==> config.mk <==
export PLATFORM = sky130hd
export DESIGN_NAME = fit_policy_block_allocator
export DESIGN_NICKNAME = d
export VERILOG_FILES = /design/src/rtl/core/fpba_pkg.sv /design/src/rtl/core/fit_policy_block_allocator.sv /design/src/rtl/core/fpba_ctrl.sv /design/src/rtl/core/fpba_dp.sv
export SDC_FILE = /design/constraint.sdc
export NUM_CORES = 1
export LEC_CHECK = 0
export ABC_AREA = 1
export BUFFER_PORTS_ARGS = -buffer_cell sky130_fd_sc_hd__buf_2
export CAP_MARGIN = 20
export CORE_MARGIN = 2
export CORE_UTILIZATION = 50
export DETAILED_ROUTE_END_ITERATION = 8
export PLACE_DENSITY = 0.65
export SETUP_SLACK_MARGIN = 0.02
export SLEW_MARGIN = 20
export SYNTH_ARGS = -nofsm -noshare
export SYNTH_HDL_FRONTEND = slang
export SYNTH_SLANG_ARGS = --single-unit
==> constraint.sdc <==
create_clock -name i_clk -period 5 [get_ports i_clk]
set_clock_uncertainty 0.2 [all_clocks]
set_input_delay 0.5 -clock i_clk [delete_from_list [all_inputs] [get_ports i_clk]]
set_output_delay 0.5 -clock i_clk [all_outputs]
set_load 0.005 [all_outputs]
==> src/rtl/core/fpba_pkg.sv <==
package fpba_pkg;

    // Fixed widths of the word fields.
    localparam int unsigned IDX_FIELD_W = 4;
    localparam int unsigned AMT_FIELD_W = 16;

    // Configuration port widths: two registers, data as wide as the widest.
    localparam int unsigned CFG_IDX_W  = 1;
    localparam int unsigned CFG_DATA_W = 5;

    // Register indexes on the configuration port.
    localparam logic [CFG_IDX_W-1:0] REG_FIT_MODE    = 1'd0;
    localparam logic [CFG_IDX_W-1:0] REG_BLOCK_COUNT = 1'd1;

    // Fit policy codes. The unused code behaves as first fit.
    localparam logic [1:0] FIT_FIRST = 2'd0;
    localparam logic [1:0] FIT_BEST  = 2'd1;
    localparam logic [1:0] FIT_WORST = 2'd2;

    // Register reset values.
    localparam logic [1:0] FIT_MODE_RST    = FIT_FIRST;
    localparam logic [4:0] BLOCK_COUNT_RST = 5'd16;

    // Input operation codes.
    localparam logic OP_LOAD    = 1'b0;
    localparam logic OP_REQUEST = 1'b1;

    // Input word.
    typedef struct packed {
        logic                   op;
        logic [IDX_FIELD_W-1:0] load_index;
        logic [AMT_FIELD_W-1:0] amount;
    } t_in_word;

    // Result word.
    typedef struct packed {
        logic                   granted;
        logic [IDX_FIELD_W-1:0] chosen_block;
        logic [AMT_FIELD_W-1:0] space_left;
    } t_out_word;

    // Commands from the controller to the datapath.
    typedef struct packed {
        logic load;    // write one block size
        logic start;   // latch request amount, clear search state
        logic scan;    // read the next table entry
        logic finish;  // write back the chosen block, present the result
    } t_dp_cmd;

    // Status from the datapath to the controller.
    typedef struct packed {
        logic limit_zero;  // no block in use
        logic last;        // the entry being read is the last one in use
    } t_dp_status;

endpackage

==> src/rtl/core/fit_policy_block_allocator.sv <==
// Load word: written to the table on acceptance, no result; busy stays low.
// Request word: busy after acceptance while the N table entries in use are read (N = blocks
// in use), the last entry read is compared (S_DRAIN) and the chosen block is written back
// (S_DONE). The result strobe is registered from S_DONE, and no new word is taken while busy;
// with no block in use the scan is skipped and the controller goes straight to S_DONE.
// The one-cycle result cannot be stalled. Synchronous active-low reset clears the controller,
// fit_mode to first fit, block_count to 16.
module fit_policy_block_allocator #(
    parameter int unsigned NUM_BLOCKS = 16,
    parameter int unsigned SIZE_BITS  = 16
) (
    input  logic                            i_clk,
    input  logic                            i_rst_n,
    input  logic                            start,
    output logic                            busy,
    input  fpba_pkg::t_in_word              i_in_word,
    output logic                            o_result_strobe,
    output fpba_pkg::t_out_word             o_out_word,
    input  logic                            i_cfg_we,
    input  logic [fpba_pkg::CFG_IDX_W-1:0]  i_cfg_idx,
    input  logic [fpba_pkg::CFG_DATA_W-1:0] i_cfg_data
);

    fpba_pkg::t_dp_cmd    cmd;
    fpba_pkg::t_dp_status status;

    // Sequencer.
    fpba_ctrl u_ctrl (
        .i_clk    (i_clk),
        .i_rst_n  (i_rst_n),
        .start    (start),
        .i_op     (i_in_word.op),
        .i_status (status),
        .o_cmd    (cmd),
        .busy     (busy)
    );

    // Table, search and result datapath.
    fpba_dp #(
        .NUM_BLOCKS (NUM_BLOCKS),
        .SIZE_BITS  (SIZE_BITS)
    ) u_dp (
        .i_clk           (i_clk),
        .i_rst_n         (i_rst_n),
        .i_cfg_we        (i_cfg_we),
        .i_cfg_idx       (i_cfg_idx),
        .i_cfg_data      (i_cfg_data),
        .i_in_word       (i_in_word),
        .i_cmd           (cmd),
        .o_status        (status),
        .o_result_strobe (o_result_strobe),
        .o_out_word      (o_out_word)
    );

endmodule

==> src/rtl/core/fpba_ctrl.sv <==
module fpba_ctrl (
    input  logic                i_clk,
    input  logic                i_rst_n,
    input  logic                start,
    input  logic                i_op,
    input  fpba_pkg::t_dp_status i_status,
    output fpba_pkg::t_dp_cmd   o_cmd,
    output logic                busy
);

    typedef enum logic [3:0] {
        S_IDLE  = 4'b0001,
        S_SCAN  = 4'b0010,
        S_DRAIN = 4'b0100,
        S_DONE  = 4'b1000
    } t_state;

    t_state r_state;
    t_state n_state;
    logic   accept;

    assign busy   = (r_state != S_IDLE);
    assign accept = start && !busy;

    // Next state and datapath commands.
    always_comb begin
        n_state      = r_state;
        o_cmd        = '0;
        case (r_state)
            S_IDLE: begin
                if (accept) begin
                    if (i_op == fpba_pkg::OP_LOAD) begin
                        o_cmd.load = 1'b1;
                    end else begin
                        o_cmd.start = 1'b1;
                        n_state = i_status.limit_zero ? S_DONE : S_SCAN;
                    end
                end
            end
            S_SCAN: begin
                o_cmd.scan = 1'b1;
                if (i_status.last) begin
                    n_state = S_DRAIN;
                end
            end
            S_DRAIN: begin
                // The last entry read is compared in this cycle.
                n_state = S_DONE;
            end
            S_DONE: begin
                o_cmd.finish = 1'b1;
                n_state = S_IDLE;
            end
            default: begin
                n_state = S_IDLE;
            end
        endcase
    end

    // State register.
    always_ff @(posedge i_clk) begin
        if (!i_rst_n) begin
            r_state <= S_IDLE;
        end else begin
            r_state <= n_state;
        end
    end

endmodule

==> src/rtl/core/fpba_dp.sv <==
module fpba_dp #(
    parameter int unsigned NUM_BLOCKS = 16,
    parameter int unsigned SIZE_BITS  = 16
) (
    input  logic                                i_clk,
    input  logic                                i_rst_n,
    input  logic                                i_cfg_we,
    input  logic [fpba_pkg::CFG_IDX_W-1:0]      i_cfg_idx,
    input  logic [fpba_pkg::CFG_DATA_W-1:0]     i_cfg_data,
    input  fpba_pkg::t_in_word                  i_in_word,
    input  fpba_pkg::t_dp_cmd                   i_cmd,
    output fpba_pkg::t_dp_status                o_status,
    output logic                                o_result_strobe,
    output fpba_pkg::t_out_word                 o_out_word
);

    localparam int unsigned IDX_W = (NUM_BLOCKS > 1) ? $clog2(NUM_BLOCKS) : 1;
    localparam int unsigned CNT_W = $clog2(NUM_BLOCKS + 1);
    localparam int unsigned LIM_W = (CNT_W > 5) ? CNT_W : 5;

    // Configuration registers.
    logic [1:0]           r_fit_mode;
    logic [4:0]           r_block_count;

    // Free space table.
    logic [SIZE_BITS-1:0] mem [NUM_BLOCKS];
    logic [SIZE_BITS-1:0] r_rd_data;
    logic [IDX_W-1:0]     r_rd_idx;
    logic                 r_rd_vld;

    // Search state.
    logic [IDX_W-1:0]     r_addr;
    logic [SIZE_BITS-1:0] r_amt;
    logic                 r_found;
    logic [IDX_W-1:0]     r_pick;
    logic [SIZE_BITS-1:0] r_best;

    // Result register.
    logic                 r_out_vld;
    fpba_pkg::t_out_word  r_out;

    logic [LIM_W-1:0]     bc_ext;
    logic [LIM_W-1:0]     limit;
    logic [SIZE_BITS-1:0] amt_cut;
    logic [SIZE_BITS-1:0] remain;
    logic                 load_ok;
    logic                 wr_en;
    logic [IDX_W-1:0]     wr_addr;
    logic [SIZE_BITS-1:0] wr_data;
    logic                 fits;
    logic                 take;

    // Blocks in use, saturated at the table depth.
    assign bc_ext = LIM_W'(r_block_count);
    assign limit  = (bc_ext > LIM_W'(NUM_BLOCKS)) ? LIM_W'(NUM_BLOCKS) : bc_ext;

    assign o_status.limit_zero = (limit == '0);
    assign o_status.last       = ((LIM_W'(r_addr) + LIM_W'(1)) == limit);

    assign amt_cut = SIZE_BITS'(i_in_word.amount);
    assign remain  = r_best - r_amt;

    // Table write port: loads, and write-back of the chosen block.
    assign load_ok = (32'(i_in_word.load_index) < NUM_BLOCKS);
    always_comb begin
        wr_en   = 1'b0;
        wr_addr = r_pick;
        wr_data = remain;
        if (i_cmd.load) begin
            wr_en   = load_ok;
            wr_addr = IDX_W'(i_in_word.load_index);
            wr_data = amt_cut;
        end else if (i_cmd.finish) begin
            wr_en = r_found;
        end
    end

    always_ff @(posedge i_clk) begin
        if (wr_en) begin
            mem[wr_addr] <= wr_data;
        end
        r_rd_data <= mem[r_addr];
    end

    // Policy decision on the entry that just came out of the table.
    assign fits = (r_amt <= r_rd_data);
    always_comb begin
        take = 1'b0;
        if (r_rd_vld && fits) begin
            if (!r_found) begin
                take = 1'b1;
            end else begin
                case (r_fit_mode)
                    fpba_pkg::FIT_BEST:  take = (r_rd_data < r_best);
                    fpba_pkg::FIT_WORST: take = (r_rd_data > r_best);
                    default:             take = 1'b0;
                endcase
            end
        end
    end

    // Payload registers of the search.
    always_ff @(posedge i_clk) begin
        r_rd_idx <= r_addr;
        if (i_cmd.start) begin
            r_amt <= amt_cut;
        end
        if (take) begin
            r_pick <= r_rd_idx;
            r_best <= r_rd_data;
        end
        if (i_cmd.finish) begin
            r_out.granted      <= r_found;
            r_out.chosen_block <= r_found ? fpba_pkg::IDX_FIELD_W'(r_pick) : '0;
            r_out.space_left   <= r_found ? fpba_pkg::AMT_FIELD_W'(remain) : '0;
        end
    end

    // Control registers: configuration, scan address, flags.
    always_ff @(posedge i_clk) begin
        if (!i_rst_n) begin
            r_fit_mode    <= fpba_pkg::FIT_MODE_RST;
            r_block_count <= fpba_pkg::BLOCK_COUNT_RST;
            r_addr        <= '0;
            r_rd_vld      <= 1'b0;
            r_found       <= 1'b0;
            r_out_vld     <= 1'b0;
        end else begin
            if (i_cfg_we) begin
                case (i_cfg_idx)
                    fpba_pkg::REG_FIT_MODE:    r_fit_mode    <= i_cfg_data[1:0];
                    fpba_pkg::REG_BLOCK_COUNT: r_block_count <= i_cfg_data;
                    default: begin
                    end
                endcase
            end
            r_rd_vld  <= i_cmd.scan;
            r_out_vld <= i_cmd.finish;
            if (i_cmd.start) begin
                r_addr  <= '0;
                r_found <= 1'b0;
            end else begin
                if (i_cmd.scan) begin
                    r_addr <= r_addr + IDX_W'(1);
                end
                if (take) begin
                    r_found <= 1'b1;
                end
            end
        end
    end

    assign o_result_strobe = r_out_vld;
    assign o_out_word      = r_out;

endmodule

; Word level (Yosys, flattened, before mapping)
; Memory sizes are Yosys's and may differ from the RTL's. A register that Yosys moved wholly into a read port is not among the register bits.
; Cells that the tools add are included.
[word_totals]
regBits = 79
mem_bits_rw = 256
out_inout_bits = 23
memories = 1
elab_cells = 64
[op_classes]
n_bitwise = 2
addsub = 3
muxes = 21
magnitude_cmp = 4
eq_ne = 11
reduce_logical = 8
[mem_list]
columns = name, depth, word_bits, rd, rd_ports_with_merged_regs, wr, line
row1 = u_dp.mem, 16, 16, 1, 1, 1, fpba_dp.sv:26  ; logic [SIZE_BITS-1:0] mem [NUM_BLOCKS];
[op_table]
columns = op, n
row1 = $mux 4, 5
row2 = $gt 16x16->1, 1
row3 = $le 16x16->1, 1
row4 = $lt 16x16->1, 1
row5 = $mux 16, 1
row6 = $sub 16x16->16, 1
row7 = $pmux 4 s3, 1
row8 = $mux 1, 10
row9 = $add 4x1->5 const B, 1
row10 = $eq 5x5->1, 1
row11 = $gt 5x5->1 const B, 1
row12 = $logic_not 5->1, 1
row13 = $mux 5, 1
row14 = $add 4x1->4 const B, 1
row15 = $eq 4x1->1 const B, 1
row16 = $eq 4x2->1 const B, 1
row17 = $eq 4x3->1 const B, 1
row18 = $eq 4x4->1 const B, 1
row19 = $mux 2, 2
row20 = $ne 2x2->1 const B, 2
row21 = $ne 4x1->1 const B, 1
row22 = $reduce_and 2->1, 2
row23 = $reduce_and 3->1, 1
row24 = $eq 2x1->1 const B, 1
row25 = 7 further kinds, 9

; Depth between registers and ports, before layout
; Gate-level depths: netlist of the first run.
[depth]
word_depth = 8
mapped_depth = 14
ltp_nobuf = 14

; Modules after synthesis
; Synthesis of the first run repeated with hierarchy kept, for this count alone.
[hier_totals]
cells_unflattened = 1277
hier_area_um2 = 15204.6
[by_module_without_submodules]
columns = module, seq_area_each_um2, cells_each, instances, area_each_um2
row1 = fpba_dp, 10079.7, 1241, 1, 14941.8
row2 = fpba_ctrl, 80.1, 36, 1, 262.8

; Worst setup path after synthesis of the first run
; OpenSTA, ideal clock, no wires.
[synth_path]
path_type = reg-to-reg
start = register u_ctrl.r_state[3]
end = memory u_dp.mem[12][0] (enable)
arrival_time_ns = 2.737
required_ns = 4.412
path_slack_ns = 1.675
stages_incl_launch_ff = 7
setup_ns = 0.388
n_path_buf = 0
cell_sequence = dfxtp_1 inv_1 nor3_2 inv_1 o21ai_1 nand3_2 nor2_1
[synth_lines]
columns = item, line
row1 = "start, declared", fpba_ctrl.sv:18  ; t_state r_state;
row2 = "start signal, assigned", fpba_ctrl.sv:65  ; r_state <= n_state;
row3 = "end, declared", fpba_dp.sv:26

; Worst setup path after layout of the first run
[layout_path]
start = register u_ctrl.r_state[2]
end = memory u_dp.mem[15][15] (enable)
[layout_via]
elab_chain_cells = 8
word_cells_on_any_way = 13
classes_between = 3 x eq/ne / 8 x mux / 2 x reduce/logical
[layout_lines]
columns = item, line
row1 = $ne 4x1->1, fpba_ctrl.sv:22  ; assign busy = (r_state != S_IDLE);
row2 = $logic_not 1->1, fpba_ctrl.sv:23  ; assign accept = start && !busy;
row3 = $logic_and 1x1->1, fpba_ctrl.sv:23
row4 = $mux 2, fpba_ctrl.sv:31  ; if (accept) begin
row5 = $mux 2, fpba_ctrl.sv:29  ; case (r_state)
row6 = $mux 1, fpba_dp.sv:69  ; if (i_cmd.load) begin
row7 = $mux 1, fpba_dp.sv:79  ; if (wr_en) begin
row8 = $mux 1 (implied by the code), fpba_dp.sv:80  ; mem[wr_addr] <= wr_data;
; Parallel ways exist; a longest one is shown, timed or not.

==> results of run 1 <==
-- metrics by stage --
step / cells / power (µW)
global placement: 1691 / 4230
global route: 1770 / 7110
detailed placement: 1691 / 4250
floorplan: 1280 / 3920
CTS: 1770 / 6910
finish: 1770 / 6880
-- worst min-delay path by stage --
stage,cells past startpoint,to,slack [ns],startpoint
floorplan,0,u_dp.r_rd_idx[2]$_DFF_P_,0.15,u_dp.r_addr[2]$_SDFFE_PP0P_
CTS,1,u_dp.r_amt[6]$_DFFE_PP_,0.004,i_in_word[6]
global placement,0,u_dp.r_pick[1]$_DFFE_PP_,0.19,u_dp.r_rd_idx[1]$_DFF_P_
finish,1,u_dp.r_amt[9]$_DFFE_PP_,0.01,i_in_word[9]
global route,1,u_dp.r_amt[6]$_DFFE_PP_,0.003,i_in_word[6]
detailed placement,0,u_dp.r_pick[0]$_DFFE_PP_,0.19,u_dp.r_rd_idx[0]$_DFF_P_
-- timing repair --
| action | in CTS | in global routing |
|---|---|---|
| hold endpoints to repair | 12 | 0 |
| hold buffers | 12 | 0 |
| resized for setup | 0 | 0 |
-- cell type report --
type / instances / area, µm²
multi-input combinational: 770 / 4360
sequential: 351 / 10200
clock buffer: 48 / 1020
timing repair buffer: 86 / 543
tap: 390 / 488
inverter: 106 / 398
clock inverter: 19 / 171
fill: 2410 / 12600
-- synthesized netlist by cell type (5+ instances only) --
master / count
inv_1: 97
ha_1: 50
clkbuf_1: 27
nor2_1: 206
nand2_1: 166
nand4_1: 5
dfxtp_1: 38
o32ai_1: 32
buf_2: 19
o22ai_1: 5
nand3_1: 55
o221ai_1: 22
o211ai_1: 10
mux2i_1: 27
inv_2: 6
nand3_2: 5
edfxtp_1: 313
a21oi_1: 40
o21ai_0: 103
a21o_1: 5
xnor2_1: 9
-- report_power, final --
part	switching (µW)	internal, µW
Combinational	557	202
Clock	1090	1590
Sequential	48.1	3400
Total	1690	5190
-- critical path, cell delays in order (launching register included) --
cell     delay [ns]
dfxtp_1        0.36
nor2_1         0.13
nand3_2        0.12
inv_2          0.12
nand3_4        0.20
inv_2          0.44
or2_1          0.18
o21ai_2        0.10
inv_2          0.09
nand3_2        0.14
nor2_2         0.78
-- cell families after synthesis --
family	count (synthesis)
buffers and inverters	159
XOR/XNOR	12
AND/OR/NAND/NOR	454
adder cells (fa/ha/maj)	51
multiplexers	27
flip-flops	351
AO/OA/AOI/OAI	226
-- metal layers --
| metal | part of all wire | vias to the layer above | wire [µm] |
|---|---|---|---|
| li1 | - | 4714 | - |
| met1 | 0.46 | 4725 | 16300 |
| met2 | 0.44 | 369 | 15700 |
| met3 | 0.069 | 58 | 2480 |
| met4 | 0.033 | 0 | 1180 |
| met5 | 0 | - | 0 |
-- sequential cells by signal, indices dropped and copies added (netlist names) --
register,cells
u_ctrl.r_state,4
u_dp.bc_ext,5
u_dp.mem,256
u_dp.o_out_word,21
u_dp.o_result_strobe,1
u_dp.r_addr,4
u_dp.r_amt,16
u_dp.r_best,16
u_dp.r_fit_mode,2
u_dp.r_found,1
u_dp.r_pick,4
u_dp.r_rd_data,16
u_dp.r_rd_idx,4
u_dp.r_rd_vld,1
==> metrics.yaml, run 1 <==
grt_max_degree: 90
synth-seq-cells: 351
cts_buffers: 37
fmax_ghz: 0.306
syn_area_um2: 15100
worst_hold_slack_ns: 0.0147
cp-start-kind: "flop"
gr-total-overflow: 0
period_needed_ns: 3.26
routed_wl_mm: 35.7
diodes: 0
synthFlopType: "edfxtp_1"
wire_per_inst_um: 20.1
grt_setup_unrepaired: "no"
layout_common_cells: "313 x edfxtp_1, 189 x nor2_1, 166 x nand2_1"
dp_hpwl_mm: 23.1
r2r_end: "u_dp.mem[15][15]$_DFFE_PP_"
reg2regPathDepth: 10
slew_headroom: 0.360
maxCapViolCount: 0
worstPathMaxFanout: 32
syn_inst: 1280
hold_path.class: "in2reg"
place_worst_setup_slack_ns: 1.73
drtIter0Drc: 950
yosysSeqAreaShare: 0.673
cts_tree: "built"
max-vdd-ir-drop_mv: 0.209
report.final.slew_viol_count: 0
port_buffers: 53
synth-async-reset-ratio: 0
clockBufferDepth: 3
r2r_slack_ns: 1.74
grt_pass1_vias: 9453
cp.required_ns: 4.94
nets: 1434
synth_edf_count: 313
clock_sinks: 351
cts_setup_buffers: 0
grt_pass1_wl_mm: 54.5
die_w_um: 178
drc_errors: 0
vias: 9866
gr-usage-met1: 0.336
yosys.area.top_type_share: 0.622
grt_busiest_layer: "met2"
clk_latency_ns: 0.52
setup_viol: 0
powerDensity_nw_per_um2: 401
viasPerCell: 5.57
finalInstanceArea_um2: 17100
syn_to_final_growth_pct: 13.5
final_common_cell: "edfxtp_1"
path_class: "reg2reg"
synth_top_family_by_area: "simple AND/OR/NAND/NOR gates"
cts.reportedPaths.clkPinSlew_ns: 0.06
cp-end-kind: "flop"
worst_ep_arrival_time_ns: 3.20
drive_above_1_share: 0.120
timing.rr.start: "u_ctrl.r_state[2]$_SDFFE_PN0P_"
postRouteAntennaNets: 0
routabilityCongestion: 0.951
antenna_found_initial: 0
fin_tns_setup_ns: 0
synth_warnings: 0
p_leak_uw: 0.00631
core_area_um2: 29700
placed_area_um2: 15800
fin_crit_sh: 0.653
grt_util_met2: 0.349
synth-simple-area-share: 0.125
endpoint: "u_dp.mem[15][15]$_DFFE_PP_"
yosys.area.top_type: "edfxtp_1"
grt.total_usage: 0.229
synth_nets: 1362
finalHoldViolations: 0
synth.mux.area_fraction: 0.0179
synth_compound_area_frac: 0.0927
cp-startpoint: "u_ctrl.r_state[2]$_SDFFE_PN0P_"
die_h_um: 178
fin_ws_ns: 1.74
avgSynthCellArea_um2: 11.8
yosys-top-cells-area: "edfxtp_1 62%, nor2_1 5.1%, dfxtp_1 5.0%"
synth_xor_xnor_area_share: 0.00696
final_util: 0.577
rows: 63
cts_root_buffer: "clkbuf_16"
fp.dieArea_um2: 31600
worst_pin_slew_ns: 0.958
synthAdderAreaFrac: 0.0428
cts-htree-levels: 2
gr-usage-met3: 0.0373
start_util: 0.508
synth_cell_types: 43
firstDrtPassIters: 6
io_pins: 54
status: "finished clean"
Note: power is estimated with default switching activity, not from simulation.
==> inputs of run 2 (changes only) <==
- PLACE_DENSITY: 0.65 -> 0.67
- clock period: 5 -> 2.9 ns (I/O delays scaled with it)
==> metrics.yaml, run 2 (synthesis results as in run 1) <==
status: "complete, but fails checks"
violations: "hold timing"
routed_wl_mm: 35.7
routabilityCongestion: 0.909
finalInstanceArea_um2: 17900
largest_register_ff_count: 256
cp-end-kind: "flop"
hold_path.class: "in2reg"
clk_latency_ns: 0.54
postRouteAntennaNets: 0
clock_sinks: 351
cts_root_buffer: "clkbuf_16"
drive_above_1_share: 0.136
cts_tree: "built"
dp_hpwl_mm: 22.2
cp_slowest_cell: "fa_1"
path_class: "reg2reg"
slew_headroom: 0.499
p_leak_uw: 0.00667
hold_path_depth: 5
grt_pass1_vias: 9762
place_worst_setup_slack_ns: -0.222
critPathMaxStageDelay_ns: 0.46
rows: 63
die_w_um: 178
fin_ws_ns: 0.265
powerDensity_nw_per_um2: 670
drtIter0Drc: 1015
report.final.slew_viol_count: 0
grt.total_usage: 0.232
fmax_ghz: 0.379
viasPerCell: 5.58
nets: 1492
io_pins: 54
fin_crit_sh: 0.909
firstDrtPassIters: 6
reg2regPathDepth: 10
grt_max_degree: 110
top_register: "u_dp.mem"
cts_buffers: 37
period_needed_ns: 2.64
final_util: 0.602
fin_tns_setup_ns: 0
grt_setup_unrepaired: "no"
grt_pass1_wl_mm: 54.8
maxCapViolCount: 0
dp_cells: 1728
worstPathMaxFanout: 16
layout_common_cells: "313 x edfxtp_1, 200 x nor2_1, 164 x nand2_1"
fillerInstances: 2255
worst_hold_slack_ns: -0.0102
cp.required_ns: 2.97
cts-htree-levels: 2
gr-total-overflow: 0
core_area_um2: 29700
worst_ep_arrival_time_ns: 2.71
diodes: 0
drc_errors: 0
finalHoldViolations: 1
vias: 10200
clockBufferDepth: 3
cp-start-kind: "flop"
antenna_found_initial: 2
worst_pin_slew_ns: 0.745
die_h_um: 178
syn_to_final_growth_pct: 18.5
fp.dieArea_um2: 31600
max-vdd-ir-drop_mv: 0.428
port_buffers: 53
start_util: 0.508
final_common_cell: "edfxtp_1"
placed_area_um2: 16300
setup_viol: 0
final_cells: 1829
wire_per_inst_um: 19.5
cts.reportedPaths.clkPinSlew_ns: 0.06
path_cells: "inv_1 > ha_1 > fa_1 > inv_1 > buf_4 > nand3_1 > nand3_1 > xor2_1 > nand2_1 > nand2_1"
==> run 2: cell count changes in the layout (fill, tap and decap cells not counted), sizes merged <==
cell,delta
buf,+38
bufinv,+1
clkbuf,+3
clkinv,-4
dlygate4sd3,+20
inv,+1
==> run 2: power breakdown <==
| group | leakage [µW] | switching, µW | total (µW) | internal (µW) |
|---|---|---|---|---|
| Clock | 0.000606 | 1920 | 4770 | 2850 |
| Combinational | 0.00290 | 875 | 1290 | 416 |
| Sequential | 0.00316 | 72.0 | 5920 | 5850 |
==> run 2: worst paths after layout <==
kind                                  from                              end  slack, ns
setup / recovery  u_dp.r_best[0]$_DFFE_PP_       u_dp.mem[13][10]$_DFFE_PP_       0.26
hold / removal                    i_cfg_we  u_dp.r_fit_mode[1]$_SDFFE_PN0P_      -0.01
setup reg to reg  u_dp.r_best[0]$_DFFE_PP_       u_dp.mem[13][10]$_DFFE_PP_       0.26
hold reg to reg   u_dp.r_rd_idx[3]$_DFF_P_         u_dp.r_pick[3]$_DFFE_PP_       0.21
==> run 2: final cells by class <==
class	instances	area, µm²	area share
flip-flops and latches	351	10200	0.568
clock inverters	17	229	0.0128
inverters	106	398	0.0222
multi-input cells	770	4340	0.243
clock buffers	51	1020	0.0569
well taps	390	488	0.0273
repair buffers	144	1250	0.0700
==> run 2: per-layer routing <==
layer,vias to the layer above,part of all wire,track usage
met1,4891,0.43,0.317
met2,391,0.48,0.382
met3,74,0.071,0.0383
met4,4,0.023,0.0690
met5,-,0.00084,0
li1,4838,-,-
==> run 2: repair_timing <==
item,in CTS,in global routing
hold endpoints to repair,29,0
hold buffers,33,0
setup buffers,0,1
resized for setup,1,4
setup endpoints to repair,16,65
pin swaps,0,1
==> run 2: per-stage QoR <==
step | total power (µW) | hold slack, ns
final | 12000 | -0.0102
after global routing | 12400 | 0.0511
after CTS | 12000 | 0.00282
after detailed placement | 7250 | 0.195
after global placement | 7230 | 0.189
after floorplan | 6760 | 0.146
==> run 2: critical path: cells and delay by family, from the launching register on <==
family | cells | cell delay, ns
xor+xnor | 1 | 0.23
fa+ha+maj | 2 | 0.69
buf+inv | 3 | 0.25
flops | 1 | 0.35
simple gates | 4 | 0.66
